--- src/gesture_press_tap_qualifier_top_defines.svh ---
// Assertion macros for the press and tap qualifier.
`ifndef GESTURE_PRESS_TAP_QUALIFIER_TOP_DEFINES_SVH
`define GESTURE_PRESS_TAP_QUALIFIER_TOP_DEFINES_SVH

`ifndef SYNTHESIS
// Same-cycle implication, disabled during reset.
`define GPTQ_ASSERT_NOW(label, clk, rst, ante, cons, msg) \
  label: assert property (@(posedge clk) disable iff (rst) (ante) |-> (cons)) \
    else $error(msg);
// Next-cycle implication, disabled during reset.
`define GPTQ_ASSERT_NEXT(label, clk, rst, ante, cons, msg) \
  label: assert property (@(posedge clk) disable iff (rst) (ante) |=> (cons)) \
    else $error(msg);
`else
`define GPTQ_ASSERT_NOW(label, clk, rst, ante, cons, msg)
`define GPTQ_ASSERT_NEXT(label, clk, rst, ante, cons, msg)
`endif

`endif

--- src/gptq_pkg.sv ---
// Shared types and constants of the press and tap qualifier.
`timescale 1ns / 1ps
package gptq_pkg;

  localparam int StrengthW = 16;
  localparam int StampW    = 32;
  localparam int TapW      = 8;
  localparam int CfgIdxW   = 3;
  localparam int CfgDataW  = 16;

  localparam logic [StrengthW-1:0] FullStrength = 16'h8000;
  localparam logic [TapW-1:0]      TapMax       = 8'hFF;

  // Register indexes
  localparam logic [CfgIdxW-1:0] RegReleaseThr  = 3'd0;
  localparam logic [CfgIdxW-1:0] RegTouchThr    = 3'd1;
  localparam logic [CfgIdxW-1:0] RegMinTapTime  = 3'd2;
  localparam logic [CfgIdxW-1:0] RegMaxTapTime  = 3'd3;
  localparam logic [CfgIdxW-1:0] RegMinDownTime = 3'd4;
  localparam logic [CfgIdxW-1:0] RegMinTapCount = 3'd5;
  localparam logic [CfgIdxW-1:0] RegMinRelTime  = 3'd6;

  // Register reset values
  localparam logic [15:0] RstReleaseThr  = 16'd29491;
  localparam logic [15:0] RstTouchThr    = 16'd16384;
  localparam logic [15:0] RstMinTapTime  = 16'd0;
  localparam logic [15:0] RstMaxTapTime  = 16'd300;
  localparam logic [15:0] RstMinDownTime = 16'd0;
  localparam logic [7:0]  RstMinTapCount = 8'd1;
  localparam logic [15:0] RstMinRelTime  = 16'd0;

  typedef struct packed {
    logic [15:0] release_threshold;
    logic [15:0] touch_threshold;
    logic [15:0] min_tap_time_ms;
    logic [15:0] max_tap_time_ms;
    logic [15:0] min_down_time_ms;
    logic [7:0]  min_tap_count;
    logic [15:0] min_release_time_ms;
  } cfg_t;

  typedef struct packed {
    logic [TapW-1:0]      taps;
    logic                 touched;
    logic                 release_edge;
    logic                 press_edge;
    logic                 pressed;
    logic [StrengthW-1:0] strength_echo;
  } res_t;

endpackage

--- src/gesture_press_tap_qualifier_top.sv ---
// Top level of the gesture press and tap qualifier.
// Usage:
//   Frames enter on the s_axis channel: strength and a millisecond timestamp.
//   Each frame yields exactly one result on the m_axis channel: the strength
//   passed through, the confirmed-down flag, press and release edges, the
//   touch flag and the saturating tap count.
//   Thresholds and timings are set through the cfg_we/cfg_index/cfg_wdata
//   write port; write them only while no frame is in flight.
// Path and throughput:
//   A frame taken into the input register is qualified by the next-state
//   logic of the core and then lands in the output register, from which
//   the result is offered on m_axis. One frame per cycle is sustained while
//   m_axis_tready stays high; the per-frame state update in the core sets
//   that figure, as each frame needs the state the previous one left.
// Reset:
//   rst (synchronous, active high) empties both registers, clears the press
//   state and tap count, and loads the register defaults.
// Stall:
//   When m_axis_tready is low the result holds in the output register; the
//   input register still takes one more frame, and s_axis_tready drops only
//   once both registers are full.
`timescale 1ns / 1ps
`include "gesture_press_tap_qualifier_top_defines.svh"
module gesture_press_tap_qualifier_top
  import gptq_pkg::*;
(
  input  logic                clk,
  input  logic                rst,
  // configuration write port
  input  logic                cfg_we,
  input  logic [CfgIdxW-1:0]  cfg_index,
  input  logic [CfgDataW-1:0] cfg_wdata,
  // frame input
  input  logic                s_axis_tvalid,
  output logic                s_axis_tready,
  input  logic [47:0]         s_axis_tdata,  // strength[15:0], now_ms[47:16]
  // result output
  output logic                m_axis_tvalid,
  input  logic                m_axis_tready,
  // strength_echo[15:0], pressed[16], press_edge[17], release_edge[18],
  // touched[19], taps[27:20], zero fill[31:28]
  output logic [31:0]         m_axis_tdata
);

  cfg_t cfg;
  res_t res;
  res_t out_res;

  logic                 in_valid;
  logic [StrengthW-1:0] in_strength;
  logic [StampW-1:0]    in_now;
  logic                 out_valid;
  logic                 out_free;
  logic                 adv;

  gptq_cfg u_cfg (
    .clk       (clk),
    .rst       (rst),
    .cfg_we    (cfg_we),
    .cfg_index (cfg_index),
    .cfg_wdata (cfg_wdata),
    .cfg       (cfg)
  );

  // Output register can take a result when empty or being drained.
  assign out_free      = !out_valid || m_axis_tready;
  // Advance the frame held in the input register into the output register.
  assign adv           = in_valid && out_free;
  assign s_axis_tready = !in_valid || adv;

  gptq_core u_core (
    .clk      (clk),
    .rst      (rst),
    .cfg      (cfg),
    .step     (adv),
    .strength (in_strength),
    .now_ms   (in_now),
    .res      (res)
  );

  // Control: valid flags of the two registers.
  always_ff @(posedge clk) begin
    if (rst) begin
      in_valid  <= 1'b0;
      out_valid <= 1'b0;
    end else begin
      if (s_axis_tready) begin
        in_valid <= s_axis_tvalid;
      end
      if (out_free) begin
        out_valid <= in_valid;
      end
    end
  end

  // Payload: capture on transfer, hold otherwise.
  always_ff @(posedge clk) begin
    if (s_axis_tvalid && s_axis_tready) begin
      in_strength <= s_axis_tdata[15:0];
      in_now      <= s_axis_tdata[47:16];
    end
    if (adv) begin
      out_res <= res;
    end
  end

  assign m_axis_tvalid = out_valid;
  assign m_axis_tdata  = {4'b0000, out_res.taps, out_res.touched, out_res.release_edge,
                          out_res.press_edge, out_res.pressed, out_res.strength_echo};

  // A press edge is only ever shown on a confirmed-down result.
  `GPTQ_ASSERT_NOW(a_press_edge_down, clk, rst, out_valid && out_res.press_edge,
    out_res.pressed, "press edge without confirmed press")
  // A release edge never comes with the press still confirmed.
  `GPTQ_ASSERT_NOW(a_release_edge_up, clk, rst, out_valid && out_res.release_edge,
    !out_res.pressed, "release edge while still pressed")
  // A stalled frame in the input register must not be lost.
  `GPTQ_ASSERT_NEXT(a_hold_frame, clk, rst, in_valid && !out_free, in_valid,
    "input frame dropped during stall")
  // Output register only fills from a held frame.
  `GPTQ_ASSERT_NEXT(a_out_fill, clk, rst, !out_valid && !in_valid, !out_valid,
    "result appeared without a frame")

endmodule

--- src/gptq_cfg.sv ---
// Configuration register file of the press and tap qualifier.
`timescale 1ns / 1ps
module gptq_cfg
  import gptq_pkg::*;
(
  input  logic                clk,
  input  logic                rst,
  input  logic                cfg_we,
  input  logic [CfgIdxW-1:0]  cfg_index,
  input  logic [CfgDataW-1:0] cfg_wdata,
  output cfg_t                cfg
);

  cfg_t regs;

  always_ff @(posedge clk) begin
    if (rst) begin
      regs.release_threshold   <= RstReleaseThr;
      regs.touch_threshold     <= RstTouchThr;
      regs.min_tap_time_ms     <= RstMinTapTime;
      regs.max_tap_time_ms     <= RstMaxTapTime;
      regs.min_down_time_ms    <= RstMinDownTime;
      regs.min_tap_count       <= RstMinTapCount;
      regs.min_release_time_ms <= RstMinRelTime;
    end else if (cfg_we) begin
      unique case (cfg_index)
        RegReleaseThr:  regs.release_threshold   <= cfg_wdata;
        RegTouchThr:    regs.touch_threshold     <= cfg_wdata;
        RegMinTapTime:  regs.min_tap_time_ms     <= cfg_wdata;
        RegMaxTapTime:  regs.max_tap_time_ms     <= cfg_wdata;
        RegMinDownTime: regs.min_down_time_ms    <= cfg_wdata;
        RegMinTapCount: regs.min_tap_count       <= cfg_wdata[7:0];
        RegMinRelTime:  regs.min_release_time_ms <= cfg_wdata;
        default: ; // index beyond the list: drop the write
      endcase
    end
  end

  assign cfg = regs;

endmodule

--- src/gptq_core.sv ---
// Press/release qualifier state and its per-frame next-state logic.
`timescale 1ns / 1ps
module gptq_core
  import gptq_pkg::*;
(
  input  logic                 clk,
  input  logic                 rst,
  input  cfg_t                 cfg,
  input  logic                 step,
  input  logic [StrengthW-1:0] strength,
  input  logic [StampW-1:0]    now_ms,
  output res_t                 res
);

  logic            is_pressed, is_pressed_next;
  logic            press_edge_reg, press_edge_reg_next;
  logic            release_edge_reg, release_edge_reg_next;
  logic            pending_down, pending_down_next;
  logic            pending_up, pending_up_next;
  logic [TapW-1:0] tap_counter, tap_counter_next;
  logic [StampW-1:0] press_stamp, press_stamp_next;
  logic [StampW-1:0] release_stamp, release_stamp_next;

  logic            trig_full, hold_full, starting;
  logic [StampW-1:0] tap_gap, down_gap, up_gap;

  assign trig_full = (strength >= FullStrength);
  assign hold_full = trig_full || (strength >= cfg.release_threshold);
  assign starting  = !pending_down && !is_pressed;
  assign tap_gap   = now_ms - press_stamp;
  // a press that starts on this frame restamps to now, so its duration is zero
  assign down_gap  = starting ? '0 : (now_ms - press_stamp);
  // a release timer that starts on this frame restamps to now as well
  assign up_gap    = pending_up ? (now_ms - release_stamp) : '0;

  always_comb begin
    is_pressed_next       = is_pressed;
    press_edge_reg_next   = press_edge_reg;
    release_edge_reg_next = release_edge_reg;
    pending_down_next     = pending_down;
    pending_up_next       = pending_up;
    tap_counter_next      = tap_counter;
    press_stamp_next      = press_stamp;
    release_stamp_next    = release_stamp;

    if (trig_full || (hold_full && is_pressed)) begin
      pending_up_next = 1'b0;
      if (starting) begin
        if ((tap_gap < {16'd0, cfg.max_tap_time_ms}) &&
            (tap_gap > {16'd0, cfg.min_tap_time_ms})) begin
          if (tap_counter != TapMax) begin
            tap_counter_next = tap_counter + TapW'(1);
          end
        end else begin
          tap_counter_next = TapW'(1);
        end
        pending_down_next = 1'b1;
        press_stamp_next  = now_ms;
      end
      if ((down_gap > {16'd0, cfg.min_down_time_ms}) &&
          (tap_counter_next >= cfg.min_tap_count)) begin
        pending_down_next     = 1'b0;
        press_edge_reg_next   = !is_pressed;
        is_pressed_next       = 1'b1;
        release_edge_reg_next = 1'b0;
      end
    end else begin
      if (is_pressed || pending_down) begin
        if (!pending_up) begin
          pending_up_next    = is_pressed;
          release_stamp_next = now_ms;
        end
        if (up_gap > {16'd0, cfg.min_release_time_ms}) begin
          pending_up_next       = 1'b0;
          release_edge_reg_next = is_pressed;
          if (is_pressed) begin
            tap_counter_next = '0;
          end
          press_edge_reg_next = 1'b0;
          is_pressed_next     = 1'b0;
        end
      end else begin
        // idle frame: drop every flag
        pending_up_next       = 1'b0;
        release_edge_reg_next = 1'b0;
        press_edge_reg_next   = 1'b0;
        is_pressed_next       = 1'b0;
      end
      pending_down_next = 1'b0;
    end
  end

  always_ff @(posedge clk) begin
    if (rst) begin
      is_pressed       <= 1'b0;
      press_edge_reg   <= 1'b0;
      release_edge_reg <= 1'b0;
      pending_down     <= 1'b0;
      pending_up       <= 1'b0;
      tap_counter      <= '0;
      press_stamp      <= '0;
      release_stamp    <= '0;
    end else if (step) begin
      is_pressed       <= is_pressed_next;
      press_edge_reg   <= press_edge_reg_next;
      release_edge_reg <= release_edge_reg_next;
      pending_down     <= pending_down_next;
      pending_up       <= pending_up_next;
      tap_counter      <= tap_counter_next;
      press_stamp      <= press_stamp_next;
      release_stamp    <= release_stamp_next;
    end
  end

  assign res.strength_echo = strength;
  assign res.pressed       = is_pressed_next;
  assign res.press_edge    = press_edge_reg_next;
  assign res.release_edge  = release_edge_reg_next;
  assign res.touched       = (strength > cfg.touch_threshold) || is_pressed_next;
  assign res.taps          = tap_counter_next;

endmodule
--- config.mk ---
export PLATFORM = sky130hd
export DESIGN_NAME = gesture_press_tap_qualifier_top
export DESIGN_NICKNAME = d
export VERILOG_FILES = /design/src/gptq_pkg.sv /design/src/gesture_press_tap_qualifier_top.sv /design/src/gptq_cfg.sv /design/src/gptq_core.sv
export VERILOG_INCLUDE_DIRS = /design/src /design/src/src
export SDC_FILE = /design/constraint.sdc
export NUM_CORES = 1
export LEC_CHECK = 0
export BUFFER_PORTS_ARGS = -buffer_cell sky130_fd_sc_hd__buf_2
export CORE_ASPECT_RATIO = 0.7
export CORE_MARGIN = 10
export CORE_UTILIZATION = 30
export CTS_CLUSTER_DIAMETER = 40
export DETAILED_ROUTE_END_ITERATION = 12
export PLACE_DENSITY = 0.56
export SYNTH_ARGS = -nofsm -noshare
export SYNTH_HDL_FRONTEND = slang
export SYNTH_SLANG_ARGS = --single-unit
--- constraint.sdc ---
create_clock -name clk -period 17.8 [get_ports clk]
set_input_delay 2.67 -clock clk [delete_from_list [all_inputs] [get_ports clk]]
set_output_delay 2.67 -clock clk [all_outputs]
set_load 0.05 [all_outputs]
==> reports/results.md, run 1 <==
| Quantity | Value | Unit |
| --- | --- | --- |
| Number of primary I/O pins | 106 | - |
| Most instantiated flip-flop cell in the synthesis netlist | sky130_fd_sc_hd__dfxtp_1 | - |
| Final-layout setup total negative slack | 0 | ns |
| Kind of path behind the tightest hold check | register to register | - |
| Core Footprint | 0.0519 | mm^2 |
| Setup fix buffers added after clock tree synthesis | 0 | - |
| Maximum level of the CTS H-tree | 2 | - |
| Power per Cell Area | 94.7 | mW/mm^2 |
| Final setup fails | 0 | - |
| Number of flip-flops under the largest register name | 104 | - |
| Post-synthesis area per instance | 8.15 | um^2 |
| Post-layout nets | 2243 | - |
| DRC violation total after the first TritonRoute iteration | 1100 | - |
| Top cell type by total area after synthesis | sky130_fd_sc_hd__dfxtp_1 | - |
| Via count of the routed design | 13800 | - |
| Worst setup slack after layout | 10.84 | ns |
| Most common library cell in the layout ignoring fill and taps | sky130_fd_sc_hd__nand2_1 | - |
| Post-layout total power | 1720 | uW |
| Worst r2r path cells | 27 | - |
| Worst IR drop on VDD | 0.0651 | mV |
| Count of warnings emitted by yosys | 0 | - |
| Area Overhead vs Synth | 15.7 | % |
| Clock share of power | 44.3 | % |
| Delay of the slowest cell on the worst path | 0.55 | ns |
| Worst Path Required | 18.07 | ns |
| Sequential fraction of design power | 37.6 | % |
| Worst slew pin tran | 1.31 | ns |
| Die Ht | 211 | um |
| Slowest cell on the critical path | sky130_fd_sc_hd__or4_1 | - |
| Port Buffers | 101 | - |
| Share of flip-flops with an asynchronous set or reset after synthesis | 0 | % |
| Number of instances in the synthesized netlist | 1923 | - |
| CTS max path bufs | 3 | - |
| Via count of the first global-routing pass | 12900 | - |
| Startpoint of the most critical setup path | in_now[12] | - |
| Number of antenna violations at the first check in global routing | 0 | - |
| Fraction of layout instances using a drive strength above 1 | 9.64 | % |
| Highest Clock Rate | 0.144 | GHz |
| Post-route clock skew | 0.0145 | ns |
| Startpoint of the tightest hold check path | u_core.press_stamp[6] | - |
| Clock tree from TritonCTS | built | - |
| Clock network latency to the later pin of the worst-skew pair | 0.53 | ns |
| Hpwl dp | 36500 | um |
| Pleak | 0.00674 | uW |
| Endpoints failing hold | 0 | - |
| Depth of the worst hold-timing path | 2 | - |
| Launching element type of the critical path | register | - |
| Largest net degree at the start of global routing | 61 | - |
| Number of buffers created by CTS | 39 | - |
| Die outline width | 293 | um |
| Starting Density | 30.2 | % |
| Placed instance count | 2646 | - |
| Max Fanout on Critical Path | 10 | - |
| RSZ-0062 raised after global routing | no | - |
| Final cycle utilization of the critical path | 39.1 | % |
| Global placer's final weighted congestion | 0.904 | - |
| Global-route wire length before repair | 75300 | um |
| Tightest hold margin | 0.452 | ns |
| Register area share after synthesis | 37.9 | % |
| Clk sinks | 259 | - |
| Detailed Routing Iterations Pass 1 | 5 | - |
| Total track usage | 15.3 | % |
| Clk slew on worst S/H paths | 0.06 | ns |
| Number of buffers added to fix hold violations after cts | 0 | - |
| Design internal power | 1200 | uW |
| Worst r2r src | in_now[12] | - |
| Full die area | 0.0620 | mm^2 |
| Max_slew headroom | 12.3 | % |
| Most frequent cells in the layout | 401 x sky130_fd_sc_hd__nand2_1, 249 x sky130_fd_sc_hd__a21oi_1, 183 x sky130_fd_sc_hd__inv_1, 183 x sky130_fd_sc_hd__dfxtp_1, 166 x sky130_fd_sc_hd__ha_1 | - |
| Worst-case setup slack after placement | 10.89 | ns |
| # Max-Cap Violations | 0 | - |
| ANT nets after route | 0 | - |
| Final critical-path required period | 6.96 | ns |
| Total gr overflow | 0 | - |
| Outcome | complete, no violations | - |
| Fraction of power consumed by combinational cells | 18.1 | % |
| Dominant cells by area after synthesis | sky130_fd_sc_hd__dfxtp_1 23%, sky130_fd_sc_hd__edfxtp_1 15%, sky130_fd_sc_hd__ha_1 13% | - |
| Final WL | 48400 | um |
| Share of Yosys cell area claimed by the top area cell type | 23.4 | % |
| Switch share | 30.0 | % |
| Routed wirelength normalized by instance count | 17.8 | um |
| Register bit total from synthesis | 259 | - |
| CP Class | register to register | - |
| Row count | 70 | - |
| Buffer type at the clock tree root | sky130_fd_sc_hd__clkbuf_16 | - |
| Remaining DRCs | 0 | - |
| Number of flops mapped to enable cells by yosys | 76 | - |
| Critical path arrival | 7.23 | ns |
| Pins Over Slew Limit | 0 | - |
| Kind of end point of the critical path | register | - |
| Library cells used by synthesis | 79 | - |
| Diodes inserted | 0 | - |
| Post-synthesis cell area | 0.0157 | mm^2 |
| Count of instances resized after the clock tree is built | 0 | - |
| Switching power of the nets | 515 | uW |
| Non-filler cells in the finished layout | 2717 | - |
| Number of vias per cell after detailed routing | 5.06 | - |
cells by family after synthesis:
| logic type | after synthesis | synth area share, % |
|---|---|---|
| xor gates and xnor gates | 44 | 2.46 |
| other | 1 | 0.0239 |
| AOI/OAI and AO/OA | 510 | 20.1 |
| DFF | 259 | 37.9 |
| adders and majority gates | 168 | 13.5 |
| buffers and inverters | 261 | 6.34 |
| muxes | 8 | 0.527 |
| and+or+nand+nor | 672 | 19.1 |
per-layer routing:
layer  routed length [um]  share of wire (%)  track usage [%]
met4                  767                1.6             3.09
met2                19600                 40             22.0
met3                 3050                6.3             2.59
met1                25000                 52             23.3
met5                    0                  0                0
power by group through the flow:
stage | Combinational (uW) | Clock, uW | Sequential (uW)
after floorplan | 203 | 0 | 664
after global placement | 302 | 0 | 658
after detailed placement | 305 | 0 | 659
after CTS | 307 | 779 | 647
after global routing | 345 | 805 | 648
final | 311 | 762 | 646
worst paths after layout:
path	end	slack [ns]
setup / recovery	m_axis_tdata[17]	10.84
hold / removal	u_core.press_stamp[6]	0.45
setup reg to reg	m_axis_tdata[17]	10.84
hold reg to reg	u_core.press_stamp[6]	0.45
worst max-delay path, delay by kind of cell (launching register included):
family / cells / cell delay, ns
AO/OA/AOI/OAI: 14 / 2.64
XOR/XNOR: 1 / 0.20
flip-flops: 1 / 0.48
adder cells (fa/ha/maj): 3 / 1.02
AND/OR/NAND/NOR: 9 / 2.35
synthesized netlist by cell type, types with 7 or more instances:
library cell,number
sky130_fd_sc_hd__o211ai_1,28
sky130_fd_sc_hd__ha_1,166
sky130_fd_sc_hd__o21ai_1,10
sky130_fd_sc_hd__o21ai_0,54
sky130_fd_sc_hd__o22ai_1,8
sky130_fd_sc_hd__nand3_1,29
sky130_fd_sc_hd__o31ai_1,7
sky130_fd_sc_hd__nand4_1,35
sky130_fd_sc_hd__clkbuf_1,71
sky130_fd_sc_hd__o21a_1,30
sky130_fd_sc_hd__nand2_1,401
sky130_fd_sc_hd__a211oi_1,12
sky130_fd_sc_hd__xnor2_1,25
sky130_fd_sc_hd__o21bai_1,8
sky130_fd_sc_hd__nor2_1,69
sky130_fd_sc_hd__dfxtp_1,183
sky130_fd_sc_hd__nor4_1,10
sky130_fd_sc_hd__a21oi_1,249
sky130_fd_sc_hd__inv_1,183
sky130_fd_sc_hd__nand2b_1,19
sky130_fd_sc_hd__edfxtp_1,76
sky130_fd_sc_hd__nor3_1,22
sky130_fd_sc_hd__xor2_1,19
sky130_fd_sc_hd__and2_1,35
sky130_fd_sc_hd__and3_1,13
sky130_fd_sc_hd__nor2b_1,16
sky130_fd_sc_hd__a21o_1,43
per-stage QoR:
step	area, um^2	util [%]
global placement	16800	32.4
detailed placement	16800	32.4
finish	18100	34.9
CTS	18100	34.9
global route	18100	34.9
floorplan	15700	-
area by class of cell:
class                   count  area, um^2
fillers                  5370       33800
multi-input cells        1406        8760
flip-flops and latches    259        5950
clock buffers              50        1110
well taps                 684         856
inverters                 186         698
repair buffers            111         583
clock inverters            21         186
Note: power is estimated with default switching activity, not from simulation.
==> run 2, diff against run 1 <==
- ABC_AREA: not set -> 1
- PLACE_DENSITY: 0.56 -> 0.58
- clock period: 17.8 -> 5.8 ns (I/O delays scaled with it)
==> run 2 against run 1 <==
First-iteration DRC count is 14% higher. Wire length grew 7.0%. Clock power increased to 3.3 times the previous value. Critical path type unchanged. Highest routed layer unchanged.
==> reports/results.md, run 2 <==
| Quantity | Value | Unit | Change |
| --- | --- | --- | --- |
| Total track usage | 15.3 | % | +0.042 points |
| Non-filler cells in the finished layout | 3307 | - | +22% |
| Port Buffers | 101 | - | unchanged |
| Max Fanout on Critical Path | 9 | - | -1 |
| Clk slew on worst S/H paths | 0.05 | ns | about the same |
| Worst Path Required | 6.08 | ns | -11.99 ns |
| Number of primary I/O pins | 106 | - | unchanged |
| Share of the core filled with cells | 35.3 | % | +0.36 points |
| Total gr overflow | 0 | - | unchanged |
| Pleak | 0.00945 | uW | +40% |
| RSZ-0062 raised after global routing | no | - |  |
| Maximum level of the CTS H-tree | 2 | - | unchanged |
| Post-layout nets | 2774 | - | +24% |
| Pins Over Slew Limit | 0 | - | unchanged |
| Power per Cell Area | 295 | mW/mm^2 | +210% |
| Launching element type of the critical path | register | - |  |
| Remaining DRCs | 0 | - | unchanged |
| Number of flops mapped to enable cells by yosys | 76 | - | unchanged |
| Post-synthesis cell area | 0.0170 | mm^2 | +8.1% |
| Final critical-path required period | 5.01 | ns | -1.95 ns |
| Tightest hold margin | 0.455 | ns | +0.00351 ns |
| Routed wirelength normalized by instance count | 15.7 | um | -12% |
| Highest Clock Rate | 0.200 | GHz | +39% |
| Fraction of layout instances using a drive strength above 1 | 8.69 | % | -0.95 points |
| Share of flip-flops with an asynchronous set or reset after synthesis | 0 | % | unchanged |
| Outcome | complete, no violations | - |  |
| Setup fix buffers added after clock tree synthesis | 0 | - | unchanged |
| Full die area | 0.0666 | mm^2 | +7.4% |
| Commonest cells post-synth | 580 x sky130_fd_sc_hd__nand2_1, 468 x sky130_fd_sc_hd__inv_1, 252 x sky130_fd_sc_hd__a21oi_1 | - |  |
| Register area share after synthesis | 35.1 | % | -2.8 points |
| Post-synthesis area per instance | 6.95 | um^2 | -15% |
| Final cycle utilization of the critical path | 86.4 | % | +47 points |
| Top cell type by total area after synthesis | sky130_fd_sc_hd__dfxtp_1 | - |  |
| Endpoints failing hold | 0 | - | unchanged |
| Most common library cell in the layout ignoring fill and taps | sky130_fd_sc_hd__nand2_1 | - |  |
| Area Overhead vs Synth | 15.7 | % | about the same |
| Number of buffers added to fix hold violations after cts | 0 | - | unchanged |
| Final setup fails | 0 | - | unchanged |
| Number of instances in the synthesized netlist | 2440 | - | +27% |
| Worst slew pin tran | 0.877 | ns | -0.434 ns |
| CTS max path bufs | 3 | - | unchanged |
| Number of flip-flops under the largest register name | 104 | - | unchanged |
| Core Footprint | 0.0556 | mm^2 | +7.0% |
| Starting Density | 30.5 | % | +0.30 points |
| Worst r2r path cells | 27 | - | unchanged |
| Most instantiated flip-flop cell in the synthesis netlist | sky130_fd_sc_hd__dfxtp_1 | - |  |
| Clk sinks | 259 | - | unchanged |
| Count of instances resized after the clock tree is built | 0 | - | unchanged |
| Max_slew headroom | 41.3 | % | +29 points |
| Most frequent cells in the layout | 580 x sky130_fd_sc_hd__nand2_1, 465 x sky130_fd_sc_hd__inv_1, 252 x sky130_fd_sc_hd__a21oi_1 | - |  |
| Buffer type at the clock tree root | sky130_fd_sc_hd__clkbuf_16 | - |  |
| Hpwl dp | 40200 | um | +9.9% |
| Clock tree from TritonCTS | built | - |  |
| CP Class | register to register | - |  |
| Worst IR drop on VDD | 0.167 | mV | +160% |
| Count of warnings emitted by yosys | 0 | - | unchanged |
| Detailed Routing Iterations Pass 1 | 6 | - | +1 |
| Via count of the first global-routing pass | 14200 | - | +10% |
| Row count | 72 | - | +2.9% |
| Final-layout setup total negative slack | 0 | ns | unchanged |
| Dominant cells by area after synthesis | sky130_fd_sc_hd__dfxtp_1 22%, sky130_fd_sc_hd__edfxtp_1 13%, sky130_fd_sc_hd__nand2_1 13% | - |  |
| Kind of end point of the critical path | register | - |  |
| Share of Yosys cell area claimed by the top area cell type | 21.6 | % | -1.7 points |
| ANT nets after route | 0 | - | unchanged |
| Cell with the most instances after synthesis | sky130_fd_sc_hd__nand2_1 | - |  |
| Placed instance count | 3230 | - | +22% |
| Kind of path behind the tightest hold check | register to register | - |  |
| Global-route wire length before repair | 81700 | um | +8.5% |
| Number of buffers created by CTS | 42 | - | +7.7% |
| Register bit total from synthesis | 259 | - | unchanged |
| Largest net degree at the start of global routing | 103 | - | +69% |
| Post-route clock skew | 0.0336 | ns | +0.0191 ns |
| # Max-Cap Violations | 0 | - | unchanged |
| Die Ht | 219 | um | +3.6% |
| Diodes inserted | 0 | - | unchanged |
| Via count of the routed design | 15300 | - | +11% |
| Number of vias per cell after detailed routing | 4.62 | - | -8.8% |
| Depth of the worst hold-timing path | 2 | - | unchanged |
| DRC violation total after the first TritonRoute iteration | 1257 | - | +14% |
| Number of antenna violations at the first check in global routing | 5 | - | +5 |
| Library cells used by synthesis | 54 | - | -32% |
| Critical path arrival | 5.29 | ns | -1.94 ns |
| Global placer's final weighted congestion | 0.958 | - | +6.0% |
| Die outline width | 304 | um | +3.7% |
| Clock network latency to the later pin of the worst-skew pair | 0.58 | ns | +0.05 ns |
| Final WL | 51800 | um | +7.0% |
-- run 2: where the power goes --
group / switching [uW] / internal (uW)
Sequential: 53.2 / 1960
Combinational: 853 / 415
Clock: 1040 / 1480
Total: 1940 / 3850
-- run 2: cell families after synthesis --
group           after synthesis  share of synthesized area (%)
mux                           1                         0.0664
buf+inv                     534                           12.0
fa+ha+maj                   168                           12.5
xor+xnor                     28                           1.45
flops                       259                           35.1
simple gates                958                           23.7
compound gates              491                           15.3
other cells                   1                         0.0221
-- run 2: final cells by class --
cell class | count | area [um^2]
well taps | 740 | 926
clock buffers | 48 | 1100
clock inverters | 29 | 307
fillers | 5966 | 36000
flip-flops and latches | 259 | 5950
inverters | 472 | 1780
repair buffers | 109 | 566
multi-input cells | 1650 | 8990
-- run 2: layer usage --
| metal | global-route usage (%) | wire length (um) |
|---|---|---|
| met5 | 0 | 0 |
| met4 | 3.00 | 574 |
| met3 | 3.66 | 4240 |
| met2 | 21.3 | 20000 |
| met1 | 23.2 | 27000 |
-- run 2: worst max-delay path: stages, from the launching register on --
cell and delay [ns]:
sky130_fd_sc_hd__edfxtp_1 0.45, sky130_fd_sc_hd__ha_1 0.42, sky130_fd_sc_hd__nand2_1 0.14, sky130_fd_sc_hd__nor2_1 0.21, sky130_fd_sc_hd__nand3_1 0.10, sky130_fd_sc_hd__nand3_1 0.15, sky130_fd_sc_hd__xor2_1 0.30, sky130_fd_sc_hd__ha_1 0.32
sky130_fd_sc_hd__a21oi_1 0.18, sky130_fd_sc_hd__nor2_1 0.06, sky130_fd_sc_hd__a211oi_1 0.16, sky130_fd_sc_hd__o21ai_0 0.10, sky130_fd_sc_hd__a31oi_1 0.17, sky130_fd_sc_hd__nand2_1 0.07, sky130_fd_sc_hd__nor2_1 0.22, sky130_fd_sc_hd__nand2_2 0.16
sky130_fd_sc_hd__nand2_8 0.13, sky130_fd_sc_hd__inv_1 0.09, sky130_fd_sc_hd__nor2_1 0.10, sky130_fd_sc_hd__ha_1 0.24, sky130_fd_sc_hd__a21oi_1 0.14, sky130_fd_sc_hd__o21ai_0 0.09, sky130_fd_sc_hd__nand2_1 0.06, sky130_fd_sc_hd__o2111ai_1 0.09
sky130_fd_sc_hd__nand2_1 0.12, sky130_fd_sc_hd__nor2_1 0.06, sky130_fd_sc_hd__o21ai_1 0.24, sky130_fd_sc_hd__o21ai_0 0.12
-- run 2: final timing paths --
check / from / to / slack (ns)
hold reg to reg: u_core.press_stamp[14] / u_core.press_stamp[14] / 0.46
setup reg to reg: in_now[7] / m_axis_tdata[19] / 0.79
hold / removal: u_core.press_stamp[14] / u_core.press_stamp[14] / 0.46
setup / recovery: in_now[7] / m_axis_tdata[19] / 0.79
-- run 2: per-stage QoR --
stage                     setup WS [ns]  total power [uW]  instance area, um^2
final                             0.791              5790                19600
after global routing              0.241              6140                19600
after CTS                         0.791              5860                19600
after detailed placement          0.817              3300                18200
after global placement            0.951              3300                18200
after floorplan                    1.64              2940                17000
